===== config.mk =====
export PLATFORM = sky130hd
export DESIGN_NAME = two_level_sequence_reorder
export DESIGN_NICKNAME = d
export VERILOG_FILES = /design/src/design/tslr_pkg.sv /design/src/design/tslr_ctrl.sv /design/src/design/tslr_dp.sv /design/src/design/two_level_sequence_reorder.sv
export SDC_FILE = /design/constraint.sdc
export NUM_CORES = 2
export LEC_CHECK = 0
export BUFFER_PORTS_ARGS = -buffer_cell sky130_fd_sc_hd__buf_2
export CAP_MARGIN = 20
export CORE_MARGIN = 2
export CORE_UTILIZATION = 45
export DETAILED_ROUTE_END_ITERATION = 6
export PLACE_DENSITY = 0.61
export SETUP_SLACK_MARGIN = 0.05
export SYNTH_ARGS = -nofsm -noshare
export SYNTH_HDL_FRONTEND = slang
export SYNTH_SLANG_ARGS = --single-unit

===== constraint.sdc =====
create_clock -name clk -period 12.3 [get_ports clk]
set_clock_uncertainty 0.15 [all_clocks]
set_input_delay 0 -clock clk [delete_from_list [all_inputs] [get_ports clk]]
set_output_delay 0 -clock clk [all_outputs]
set_load 0.005 [all_outputs]

===== src/design/tslr_pkg.sv =====
// Shared types and constants of the two-level sequence reorder block.
package tslr_pkg;

  localparam int HEADER_WINDOW_DEF = 8;
  localparam int STREAM_SLOTS_DEF  = 4;
  localparam int FRAME_WINDOW_DEF  = 8;
  localparam int TAG_BITS_DEF      = 10;

  localparam int STREAM_W = 31;
  localparam int SEQ_W    = 32;
  localparam int TYPE_W   = 8;
  localparam int TAG_W    = 10;
  localparam int RES_MAX  = 41;
  localparam int CNT_W    = $clog2(RES_MAX + 1);

  localparam logic [TYPE_W-1:0] FT_HEADERS      = 8'h01;
  localparam logic [TYPE_W-1:0] FT_CONTINUATION = 8'h09;
  localparam logic [TYPE_W-1:0] FT_PUSH_PROMISE = 8'h05;
  localparam logic [SEQ_W-1:0]  SEQ_START       = 32'd1;

  typedef enum logic [1:0] {
    ST_RELEASED = 2'd0,
    ST_DUP      = 2'd1,
    ST_HELD     = 2'd2,
    ST_NO_ROOM  = 2'd3
  } status_t;

  // Commands from the controller to the datapath, one per controller state.
  typedef struct packed {
    logic load;
    logic hdr_eval;
    logic find;
    logic fdec;
    logic fpop;
    logic frel;
    logic chain_pop;
    logic flush;
  } cmd_t;

  // Status from the datapath back to the controller.
  typedef struct packed {
    logic cur_hdr;
    logic hdr_inorder;
    logic frm_inorder;
    logic pop_valid;
    logic chain_more;
  } stat_t;

endpackage


===== src/design/tslr_ctrl.sv =====
// Controller state machine of the two-level sequence reorder block.
module tslr_ctrl
  import tslr_pkg::*;
(
  input  logic  clk,
  input  logic  rst,
  input  logic  start,
  input  stat_t stat,
  output cmd_t  cmd,
  output logic  busy
);

  typedef enum logic [7:0] {
    S_IDLE  = 8'b00000001,
    S_HDR   = 8'b00000010,
    S_FIND  = 8'b00000100,
    S_FDEC  = 8'b00001000,
    S_FPOP  = 8'b00010000,
    S_FREL  = 8'b00100000,
    S_AFTER = 8'b01000000,
    S_DONE  = 8'b10000000
  } state_t;

  state_t state, state_next;

  always_ff @(posedge clk) begin
    if (rst) begin
      state <= S_IDLE;
    end else begin
      state <= state_next;
    end
  end

  always_comb begin
    cmd        = '0;
    state_next = state;
    unique case (state)
      S_IDLE: begin
        if (start) begin
          cmd.load   = 1'b1;
          state_next = S_HDR;
        end
      end
      S_HDR: begin
        cmd.hdr_eval = 1'b1;
        if (!stat.cur_hdr || stat.hdr_inorder) begin
          state_next = S_FIND;
        end else begin
          state_next = S_DONE;
        end
      end
      S_FIND: begin
        cmd.find   = 1'b1;
        state_next = S_FDEC;
      end
      S_FDEC: begin
        cmd.fdec   = 1'b1;
        state_next = stat.frm_inorder ? S_FPOP : S_AFTER;
      end
      S_FPOP: begin
        cmd.fpop   = 1'b1;
        state_next = stat.pop_valid ? S_FREL : S_AFTER;
      end
      S_FREL: begin
        cmd.frel   = 1'b1;
        state_next = S_FPOP;
      end
      S_AFTER: begin
        if (stat.chain_more) begin
          cmd.chain_pop = 1'b1;
          state_next    = S_FIND;
        end else begin
          state_next = S_DONE;
        end
      end
      S_DONE: begin
        cmd.flush  = 1'b1;
        state_next = S_IDLE;
      end
      default: begin
        state_next = S_IDLE;
      end
    endcase
  end

  assign busy = (state != S_IDLE);

endmodule


===== src/design/tslr_dp.sv =====
// Datapath of the two-level sequence reorder block: windows, stream table, result queue.
module tslr_dp
  import tslr_pkg::*;
#(
  parameter int HEADER_WINDOW = HEADER_WINDOW_DEF,
  parameter int STREAM_SLOTS  = STREAM_SLOTS_DEF,
  parameter int FRAME_WINDOW  = FRAME_WINDOW_DEF,
  parameter int TAG_BITS      = TAG_BITS_DEF
) (
  input  logic                clk,
  input  logic                rst,
  input  cmd_t                cmd,
  output stat_t               stat,
  input  logic [STREAM_W-1:0] stream_ident,
  input  logic [TYPE_W-1:0]   frame_type,
  input  logic [SEQ_W-1:0]    header_seq,
  input  logic [SEQ_W-1:0]    frame_seq,
  input  logic [TAG_W-1:0]    packet_tag,
  output logic                strobe,
  output logic [1:0]          status,
  output logic [TAG_W-1:0]    out_tag,
  output logic [STREAM_W-1:0] out_stream,
  output logic                last
);

  localparam int SW  = (TAG_BITS < TAG_W) ? TAG_BITS : TAG_W;
  localparam int HIW = (HEADER_WINDOW > 1) ? $clog2(HEADER_WINDOW) : 1;
  localparam int SIW = (STREAM_SLOTS > 1) ? $clog2(STREAM_SLOTS) : 1;
  localparam int PW  = (FRAME_WINDOW > 1) ? $clog2(FRAME_WINDOW) : 1;
  localparam int AW  = (STREAM_SLOTS * FRAME_WINDOW > 1) ?
                       $clog2(STREAM_SLOTS * FRAME_WINDOW) : 1;

  // Working item.
  logic [STREAM_W-1:0] cur_stream;
  logic [SEQ_W-1:0]    cur_fseq;
  logic [SEQ_W-1:0]    cur_hseq;
  logic [SW-1:0]       cur_tag;
  logic                cur_hdr;
  logic                report;
  logic                chain;

  // Item popped from the header window, next in the chain.
  logic                chain_v;
  logic [STREAM_W-1:0] chain_stream;
  logic [SEQ_W-1:0]    chain_fseq;
  logic [SW-1:0]       chain_tag;

  // Header window.
  logic [SEQ_W-1:0]    header_next;
  logic [HEADER_WINDOW-1:0] hh_valid;
  logic [STREAM_W-1:0] hh_stream [HEADER_WINDOW];
  logic [SEQ_W-1:0]    hh_fseq   [HEADER_WINDOW];
  logic [SW-1:0]       hh_tag    [HEADER_WINDOW];

  // Stream table and frame windows.
  logic [STREAM_SLOTS-1:0] s_used;
  logic [STREAM_W-1:0] s_key  [STREAM_SLOTS];
  logic [SEQ_W-1:0]    s_next [STREAM_SLOTS];
  logic [PW-1:0]       s_head [STREAM_SLOTS];
  logic [FRAME_WINDOW-1:0] fvalid [STREAM_SLOTS];
  logic [SW-1:0]       tag_mem [STREAM_SLOTS * FRAME_WINDOW];
  logic [SW-1:0]       tag_rd;
  logic [SIW-1:0]      slot;
  logic                slot_ok;

  // Result queue: one pending result, so the final one can be marked.
  logic                pend_valid;
  logic [1:0]          pend_status;
  logic [TAG_W-1:0]    pend_tag;
  logic [STREAM_W-1:0] pend_stream;
  logic [CNT_W-1:0]    res_cnt;

  logic                in_hdr;
  logic                hit, free_ok;
  logic [SIW-1:0]      hit_idx, free_idx;
  logic [SEQ_W-1:0]    hd, hdm1, fd, fdm1, nx;
  logic [HIW-1:0]      hpos;
  logic [PW-1:0]       head, fpos;
  logic [PW:0]         psum;
  logic [AW-1:0]       wr_addr, rd_addr;
  logic                h_lt, h_eq, h_far, f_lt, f_eq, f_far;
  logic                h_store, f_store;
  logic                emit_en;
  logic [1:0]          emit_st;
  logic [TAG_W-1:0]    emit_tag;
  logic [STREAM_W-1:0] emit_stream;

  assign in_hdr = (frame_type == FT_HEADERS) || (frame_type == FT_CONTINUATION) ||
                  (frame_type == FT_PUSH_PROMISE);

  // Header stage compare.
  assign h_lt  = header_next > cur_hseq;
  assign h_eq  = header_next == cur_hseq;
  assign hd    = cur_hseq - header_next;
  assign hdm1  = hd - SEQ_W'(1);
  assign h_far = hd > SEQ_W'(HEADER_WINDOW);
  assign hpos  = hdm1[HIW-1:0];

  // Stream lookup.
  always_comb begin
    hit      = 1'b0;
    hit_idx  = '0;
    free_ok  = 1'b0;
    free_idx = '0;
    for (int i = 0; i < STREAM_SLOTS; i++) begin
      if (!hit && s_used[i] && s_key[i] == cur_stream) begin
        hit     = 1'b1;
        hit_idx = SIW'(i);
      end
      if (!free_ok && !s_used[i]) begin
        free_ok  = 1'b1;
        free_idx = SIW'(i);
      end
    end
  end

  // Frame stage compare.
  assign nx    = s_next[slot];
  assign head  = s_head[slot];
  assign f_lt  = nx > cur_fseq;
  assign f_eq  = nx == cur_fseq;
  assign fd    = cur_fseq - nx;
  assign fdm1  = fd - SEQ_W'(1);
  assign f_far = fd > SEQ_W'(FRAME_WINDOW);
  assign psum  = {1'b0, head} + {1'b0, fdm1[PW-1:0]};
  assign fpos  = (psum >= (PW+1)'(FRAME_WINDOW)) ?
                 PW'(psum - (PW+1)'(FRAME_WINDOW)) : psum[PW-1:0];
  assign wr_addr = AW'(slot) * AW'(FRAME_WINDOW) + AW'(fpos);
  assign rd_addr = AW'(slot) * AW'(FRAME_WINDOW) + AW'(head);

  assign h_store = cmd.hdr_eval && cur_hdr && !h_lt && !h_eq && !h_far && !hh_valid[hpos];
  assign f_store = cmd.fdec && slot_ok && !f_lt && !f_eq && !f_far && !fvalid[slot][fpos];

  // Result produced in this cycle, if any.
  always_comb begin
    emit_en     = 1'b0;
    emit_st     = ST_RELEASED;
    emit_tag    = '0;
    emit_stream = '0;
    if (cmd.hdr_eval && cur_hdr && !h_eq) begin
      emit_en = 1'b1;
      if (h_lt) begin
        emit_st = ST_DUP;
      end else if (h_far) begin
        emit_st = ST_NO_ROOM;
      end else if (hh_valid[hpos]) begin
        emit_st = ST_DUP;
      end else begin
        emit_st = ST_HELD;
      end
    end else if (cmd.fdec) begin
      if (slot_ok && f_eq) begin
        emit_en     = 1'b1;
        emit_st     = ST_RELEASED;
        emit_tag    = TAG_W'(cur_tag);
        emit_stream = cur_stream;
      end else begin
        emit_en = report;
        if (!slot_ok || (!f_lt && f_far)) begin
          emit_st = ST_NO_ROOM;
        end else if (f_lt || fvalid[slot][fpos]) begin
          emit_st = ST_DUP;
        end else begin
          emit_st = ST_HELD;
        end
      end
    end else if (cmd.frel) begin
      emit_en     = 1'b1;
      emit_st     = ST_RELEASED;
      emit_tag    = TAG_W'(tag_rd);
      emit_stream = cur_stream;
    end
  end

  assign stat.cur_hdr     = cur_hdr;
  assign stat.hdr_inorder = cur_hdr && h_eq;
  assign stat.frm_inorder = slot_ok && f_eq;
  assign stat.pop_valid   = fvalid[slot][head];
  assign stat.chain_more  = chain && chain_v;

  // Working item and header window.
  always_ff @(posedge clk) begin
    if (rst) begin
      header_next <= SEQ_START;
      hh_valid    <= '0;
      chain       <= 1'b0;
      chain_v     <= 1'b0;
    end else begin
      if (cmd.load) begin
        cur_stream <= stream_ident;
        cur_fseq   <= frame_seq;
        cur_hseq   <= header_seq;
        cur_tag    <= packet_tag[SW-1:0];
        cur_hdr    <= in_hdr;
        report     <= 1'b1;
        chain      <= 1'b0;
      end
      if ((cmd.hdr_eval && cur_hdr && h_eq) || cmd.chain_pop) begin
        header_next  <= header_next + SEQ_W'(1);
        chain_v      <= hh_valid[0];
        chain_stream <= hh_stream[0];
        chain_fseq   <= hh_fseq[0];
        chain_tag    <= hh_tag[0];
        for (int j = 0; j + 1 < HEADER_WINDOW; j++) begin
          hh_valid[j]  <= hh_valid[j+1];
          hh_stream[j] <= hh_stream[j+1];
          hh_fseq[j]   <= hh_fseq[j+1];
          hh_tag[j]    <= hh_tag[j+1];
        end
        hh_valid[HEADER_WINDOW-1] <= 1'b0;
        if (cmd.chain_pop) begin
          cur_stream <= chain_stream;
          cur_fseq   <= chain_fseq;
          cur_tag    <= chain_tag;
          report     <= 1'b0;
        end else begin
          chain <= 1'b1;
        end
      end
      if (h_store) begin
        hh_valid[hpos]  <= 1'b1;
        hh_stream[hpos] <= cur_stream;
        hh_fseq[hpos]   <= cur_fseq;
        hh_tag[hpos]    <= cur_tag;
      end
    end
  end

  // Stream table and frame windows.
  always_ff @(posedge clk) begin
    if (rst) begin
      s_used  <= '0;
      slot_ok <= 1'b0;
      slot    <= '0;
    end else begin
      if (cmd.find) begin
        if (hit) begin
          slot    <= hit_idx;
          slot_ok <= 1'b1;
        end else if (free_ok) begin
          slot             <= free_idx;
          slot_ok          <= 1'b1;
          s_used[free_idx] <= 1'b1;
          s_key[free_idx]  <= cur_stream;
          s_next[free_idx] <= SEQ_START;
          s_head[free_idx] <= '0;
          fvalid[free_idx] <= '0;
        end else begin
          slot_ok <= 1'b0;
        end
      end
      if (f_store) begin
        fvalid[slot][fpos] <= 1'b1;
      end
      if (cmd.fpop) begin
        fvalid[slot][head] <= 1'b0;
        s_next[slot]       <= nx + SEQ_W'(1);
        s_head[slot]       <= (head == PW'(FRAME_WINDOW - 1)) ? '0 : head + PW'(1);
      end
    end
  end

  // Held frame tags.
  always_ff @(posedge clk) begin
    if (f_store) begin
      tag_mem[wr_addr] <= cur_tag;
    end
    tag_rd <= tag_mem[rd_addr];
  end

  // Result queue and output register.
  always_ff @(posedge clk) begin
    if (rst) begin
      pend_valid <= 1'b0;
      res_cnt    <= '0;
      strobe     <= 1'b0;
    end else begin
      if (cmd.load) begin
        res_cnt <= '0;
      end
      if (cmd.flush) begin
        strobe     <= pend_valid;
        status     <= pend_status;
        out_tag    <= pend_tag;
        out_stream <= pend_stream;
        last       <= 1'b1;
        pend_valid <= 1'b0;
      end else if (emit_en && res_cnt < CNT_W'(RES_MAX)) begin
        res_cnt     <= res_cnt + CNT_W'(1);
        pend_valid  <= 1'b1;
        pend_status <= emit_st;
        pend_tag    <= emit_tag;
        pend_stream <= emit_stream;
        strobe      <= pend_valid;
        status      <= pend_status;
        out_tag     <= pend_tag;
        out_stream  <= pend_stream;
        last        <= 1'b0;
      end else begin
        strobe <= 1'b0;
      end
    end
  end

endmodule


===== src/design/two_level_sequence_reorder.sv =====
// Top level of the two-level sequence reorder block.
//
//  Channel   Handshake        Payload
//  -------   --------------   ---------------------------------------------------
//  input     start / busy     stream_ident, frame_type, header_seq, frame_seq,
//                             packet_tag
//  result    strobe           status, out_tag, out_stream, last
//
// An item is taken at a clock edge where start is high and busy is low. It
// then runs through the controller: header check, stream lookup, frame check,
// and a pop state followed by a release state for each held successor, walking
// each window entry by entry. Held header items that become in order are
// chained through the same stream lookup and frame check. No new item is
// taken until the controller is back in idle.
// Results leave at most one per cycle behind a one-deep pending register, so
// the final one can carry last; it appears in the cycle after the controller
// finishes. The receiver cannot stall and strobe marks each result.
// Reset is synchronous and active high; it empties both windows and the stream
// table and sets the expected header number to one.
module two_level_sequence_reorder
  import tslr_pkg::*;
#(
  parameter int HEADER_WINDOW = HEADER_WINDOW_DEF,
  parameter int STREAM_SLOTS  = STREAM_SLOTS_DEF,
  parameter int FRAME_WINDOW  = FRAME_WINDOW_DEF,
  parameter int TAG_BITS      = TAG_BITS_DEF
) (
  input  logic                clk,
  input  logic                rst,
  input  logic                start,
  output logic                busy,
  input  logic [STREAM_W-1:0] stream_ident,
  input  logic [TYPE_W-1:0]   frame_type,
  input  logic [SEQ_W-1:0]    header_seq,
  input  logic [SEQ_W-1:0]    frame_seq,
  input  logic [TAG_W-1:0]    packet_tag,
  output logic                strobe,
  output logic [1:0]          status,
  output logic [TAG_W-1:0]    out_tag,
  output logic [STREAM_W-1:0] out_stream,
  output logic                last
);

  cmd_t  cmd;
  stat_t stat;

  // The controller sequences the stages; it only sees the status flags.
  tslr_ctrl u_ctrl (
    .clk   (clk),
    .rst   (rst),
    .start (start),
    .stat  (stat),
    .cmd   (cmd),
    .busy  (busy)
  );

  // The datapath holds the windows, the stream table and the result register.
  tslr_dp #(
    .HEADER_WINDOW (HEADER_WINDOW),
    .STREAM_SLOTS  (STREAM_SLOTS),
    .FRAME_WINDOW  (FRAME_WINDOW),
    .TAG_BITS      (TAG_BITS)
  ) u_dp (
    .clk          (clk),
    .rst          (rst),
    .cmd          (cmd),
    .stat         (stat),
    .stream_ident (stream_ident),
    .frame_type   (frame_type),
    .header_seq   (header_seq),
    .frame_seq    (frame_seq),
    .packet_tag   (packet_tag),
    .strobe       (strobe),
    .status       (status),
    .out_tag      (out_tag),
    .out_stream   (out_stream),
    .last         (last)
  );

endmodule

==> impl_metrics.json <==
{
  "holdPathStages": 4,
  "dp.cells": 6099,
  "rows": 141,
  "cts_made_buffers": 161,
  "cp_max_fo": 47,
  "synthesis.area_mm2": 0.0666,
  "yosysUniqueCellTypes": 78,
  "ys_warn_count": 0,
  "synth_seq_cells": 1544,
  "start_util_pct": 45.2,
  "setup_viol": 0,
  "power_leakage_nw": 24.7,
  "yosysMostFrequentCell": "edfxtp_1",
  "rr_worst_depth": 13,
  "wl_per_cell_um": 24.3,
  "placedInstanceArea_mm2": 0.0697,
  "synth_edf_count": 1467,
  "wirelength_um": 160000,
  "clk_latency_ns": 0.80,
  "dieArea_mm2": 0.151,
  "holdWs_ns": 0.0584,
  "first_iter_violations": 3190,
  "finalNetCount": 4736,
  "slew_headroom_pct": 27.0,
  "cts_sinks": 1544,
  "dr_total_vias": 37565,
  "rsz0062_at_grt": "no",
  "cts_tree": "done",
  "drive_gt1_share_pct": 22.4,
  "vdd_ir_drop_max_mv": 0.133,
  "syn-num-nets": 4337,
  "p_total_mw": 11.0,
  "die_h_um": 389,
  "worst_slack_ns": 5.03,
  "synth_area_leaders": "edfxtp_1 (66%), mux2_2 (6.1%), mux4_2 (5.0%)",
  "postLayoutCellArea_mm2": 0.0769,
  "antenna_left": 0,
  "post-route-min-period_ns": 7.27,
  "whs_endpoint": "u_dp.cur_stream[23]$_DFFE_PN_",
  "worstReg2RegEnd": "u_dp.tag_mem[17][1]$_DFFE_PP_",
  "setup_tns_ns": 0,
  "finalHoldViolCount": 0,
  "grt_start_max_net_pins": 94,
  "fillers": 11945,
  "worstHoldStart": "stream_ident[23]",
  "cts_buffer_depth": 3,
  "grt_pass1_wl_um": 240000,
  "antenna_found_initial": 6,
  "fmax_ghz": 0.137,
  "tightest_slew_ns": 1.09,
  "grt_pass1_vias": 37286,
  "gr-total-overflow": 0,
  "dr.pass1.iters": 5,
  "drv_slew": 0,
  "drcViolationCount": 0,
  "seq_area_frac_synth_pct": 68.5,
  "dp_slack_ns": 4.98,
  "final_cells": 6602,
  "core_area_mm2": 0.147,
  "cts_setup_buffers": 0,
  "finalWeightedCongestion": 0.893,
  "antenna-diode-count": 0,
  "synth_area_leader_cell": "edfxtp_1",
  "ys.flop_type": "edfxtp_1",
  "critPathKind": "flip-flop to flip-flop",
  "via_per_inst": 5.69,
  "final_util_pct": 52.2,
  "cts_max_level": 4,
  "critPathArrivalTime_ns": 7.51,
  "detailed_place_hpwl_um": 98400,
  "io_buffers": 161,
  "outcome": "complete, no violations",
  "fin_crit_sh_pct": 59.1,
  "hold_class": "input pin to flip-flop",
  "endpoint_kind": "flip-flop",
  "ios": 162,
  "reg2reg_slack_ns": 5.03,
  "path_clk_slew_ns": 0.06,
  "powerDensity_mw_per_mm2": 144,
  "worstPathRequired_ns": 12.54,
  "syn_area_per_cell_um2": 16.1,
  "grt_use_total_pct": 21.1,
  "synth_top_area_share_pct": 66.1,
  "area_delta_synth_final_pct": 15.4,
  "start_kind": "flip-flop",
  "cap_violations": 0,
  "cts_root_buffer": "clkbuf_16",
  "syn-instance-count": 4143,
  "dieWidth_um": 389,
  "synth_common_cells": "edfxtp_1 (1467), mux2_2 (361), nand2_1 (223)",
  "synth_async_sr_flop_share_pct": 0
}
## power breakdown
group          switching, mW  internal, mW  total, mW
logic                  0.291         0.194      0.485
clock network           2.04          2.68       4.71
registers             0.0860          5.75       5.84
## routing by layer
layer  up-vias  track usage, %  wire (um)
met3       196            3.48       9430
met2      1117            33.8      76100
met1     19417            30.1      71800
met5         -               0          0
li1      16835               -          -
met4         0            5.05       3000
## logic make-up after synthesis
logic type      after synthesis  synth area share (%)
mux                         765                  15.5
xor+xnor                    203                  2.67
simple gates                791                  5.72
buf+inv                     318                  2.06
fa+ha+maj                    78                  1.50
flops                      1544                  68.5
compound gates              444                  4.11
## area by class of cell
| type | count | area [um2] | area share (%) |
|---|---|---|---|
| clock inverter | 86 | 820 | 1.07 |
| inverter | 106 | 402 | 0.522 |
| multi-input combinational | 2281 | 19900 | 25.8 |
| clock buffer | 207 | 4270 | 5.55 |
| timing repair buffer | 448 | 3510 | 4.57 |
| sequential | 1544 | 45600 | 59.3 |
| tap | 1930 | 2410 | 3.14 |
## sequential cells by signal, summed over array words and instances, names as in the netlist, 12 cells and up, named ones only
name               flops
u_dp.tag_mem         320
u_dp.hh_fseq         256
u_dp.hh_stream       248
u_dp.s_next          128
u_dp.s_key           124
u_dp.hh_tag           80
u_dp.chain_fseq       32
u_dp.cur_fseq         32
u_dp.cur_hseq         32
u_dp.fvalid           32
u_dp.header_next      32
u_dp.chain_stream     31
u_dp.cur_stream       31
u_dp.out_stream       31
u_dp.pend_stream      31
u_dp.s_head           12
## worst max-delay path: stages, from the launching register on
cell and delay (ns):
dfxtp_2 0.89, buf_4 0.52, mux4_4 0.99, ha_1 0.28
inv_1 0.05, fa_1 0.39, xnor2_1 0.14, xnor2_1 0.16
xnor2_1 0.48, mux2i_1 0.31, nand3_1 0.20, nor4_2 0.90
nand2_1 0.54, nor2_1 0.80
## layout by cell type (no fill, tap or decap), drive strengths merged, types with 10 or more instances in the layout
| master | instances |
|---|---|
| or3 | 15 |
| mux4 | 147 |
| dfxtp | 77 |
| a211oi | 21 |
| nor3 | 52 |
| nand3 | 59 |
| a21o | 21 |
| ha | 75 |
| xnor2 | 186 |
| clkbuf | 207 |
| o21ai | 158 |
| nand4 | 80 |
| a22o | 11 |
| nand2 | 223 |
| or2 | 10 |
| mux2i | 92 |
| o211ai | 10 |
| nor4 | 28 |
| buf | 238 |
| o21a | 20 |
| nand2b | 12 |
| nor2b | 11 |
| a31oi | 18 |
| clkinv | 69 |
| xor2 | 17 |
| a21oi | 110 |
| dlygate4sd3 | 210 |
| and2 | 46 |
| mux2 | 526 |
| inv | 112 |
| bufinv | 10 |
| nor2 | 210 |
| edfxtp | 1467 |
## worst max path at each step
stage	start	slack (ns)	endpoint
2_1_floorplan	u_dp.header_next[0]$_SDFFE_PP1N_	2.77	u_dp.hh_fseq[6][0]$_DFFE_PP_
3_3_place_gp	flip-flop	5.02	u_dp.tag_mem[18][2]$_DFFE_PP_
3_5_place_dp	flip-flop	4.98	u_dp.tag_mem[17][5]$_DFFE_PP_
4_1_cts	flip-flop	4.93	u_dp.tag_mem[17][3]$_DFFE_PP_
5_1_grt	flip-flop	4.47	u_dp.tag_mem[6][2]$_DFFE_PP_
6_report	flip-flop	5.03	u_dp.tag_mem[17][1]$_DFFE_PP_
## timing repair
action,in CTS,in global routing
hold buffers,210,0
gates resized for setup,0,0
endpoints found under the hold margin,250,0
Power figures use the tool's default switching activity.
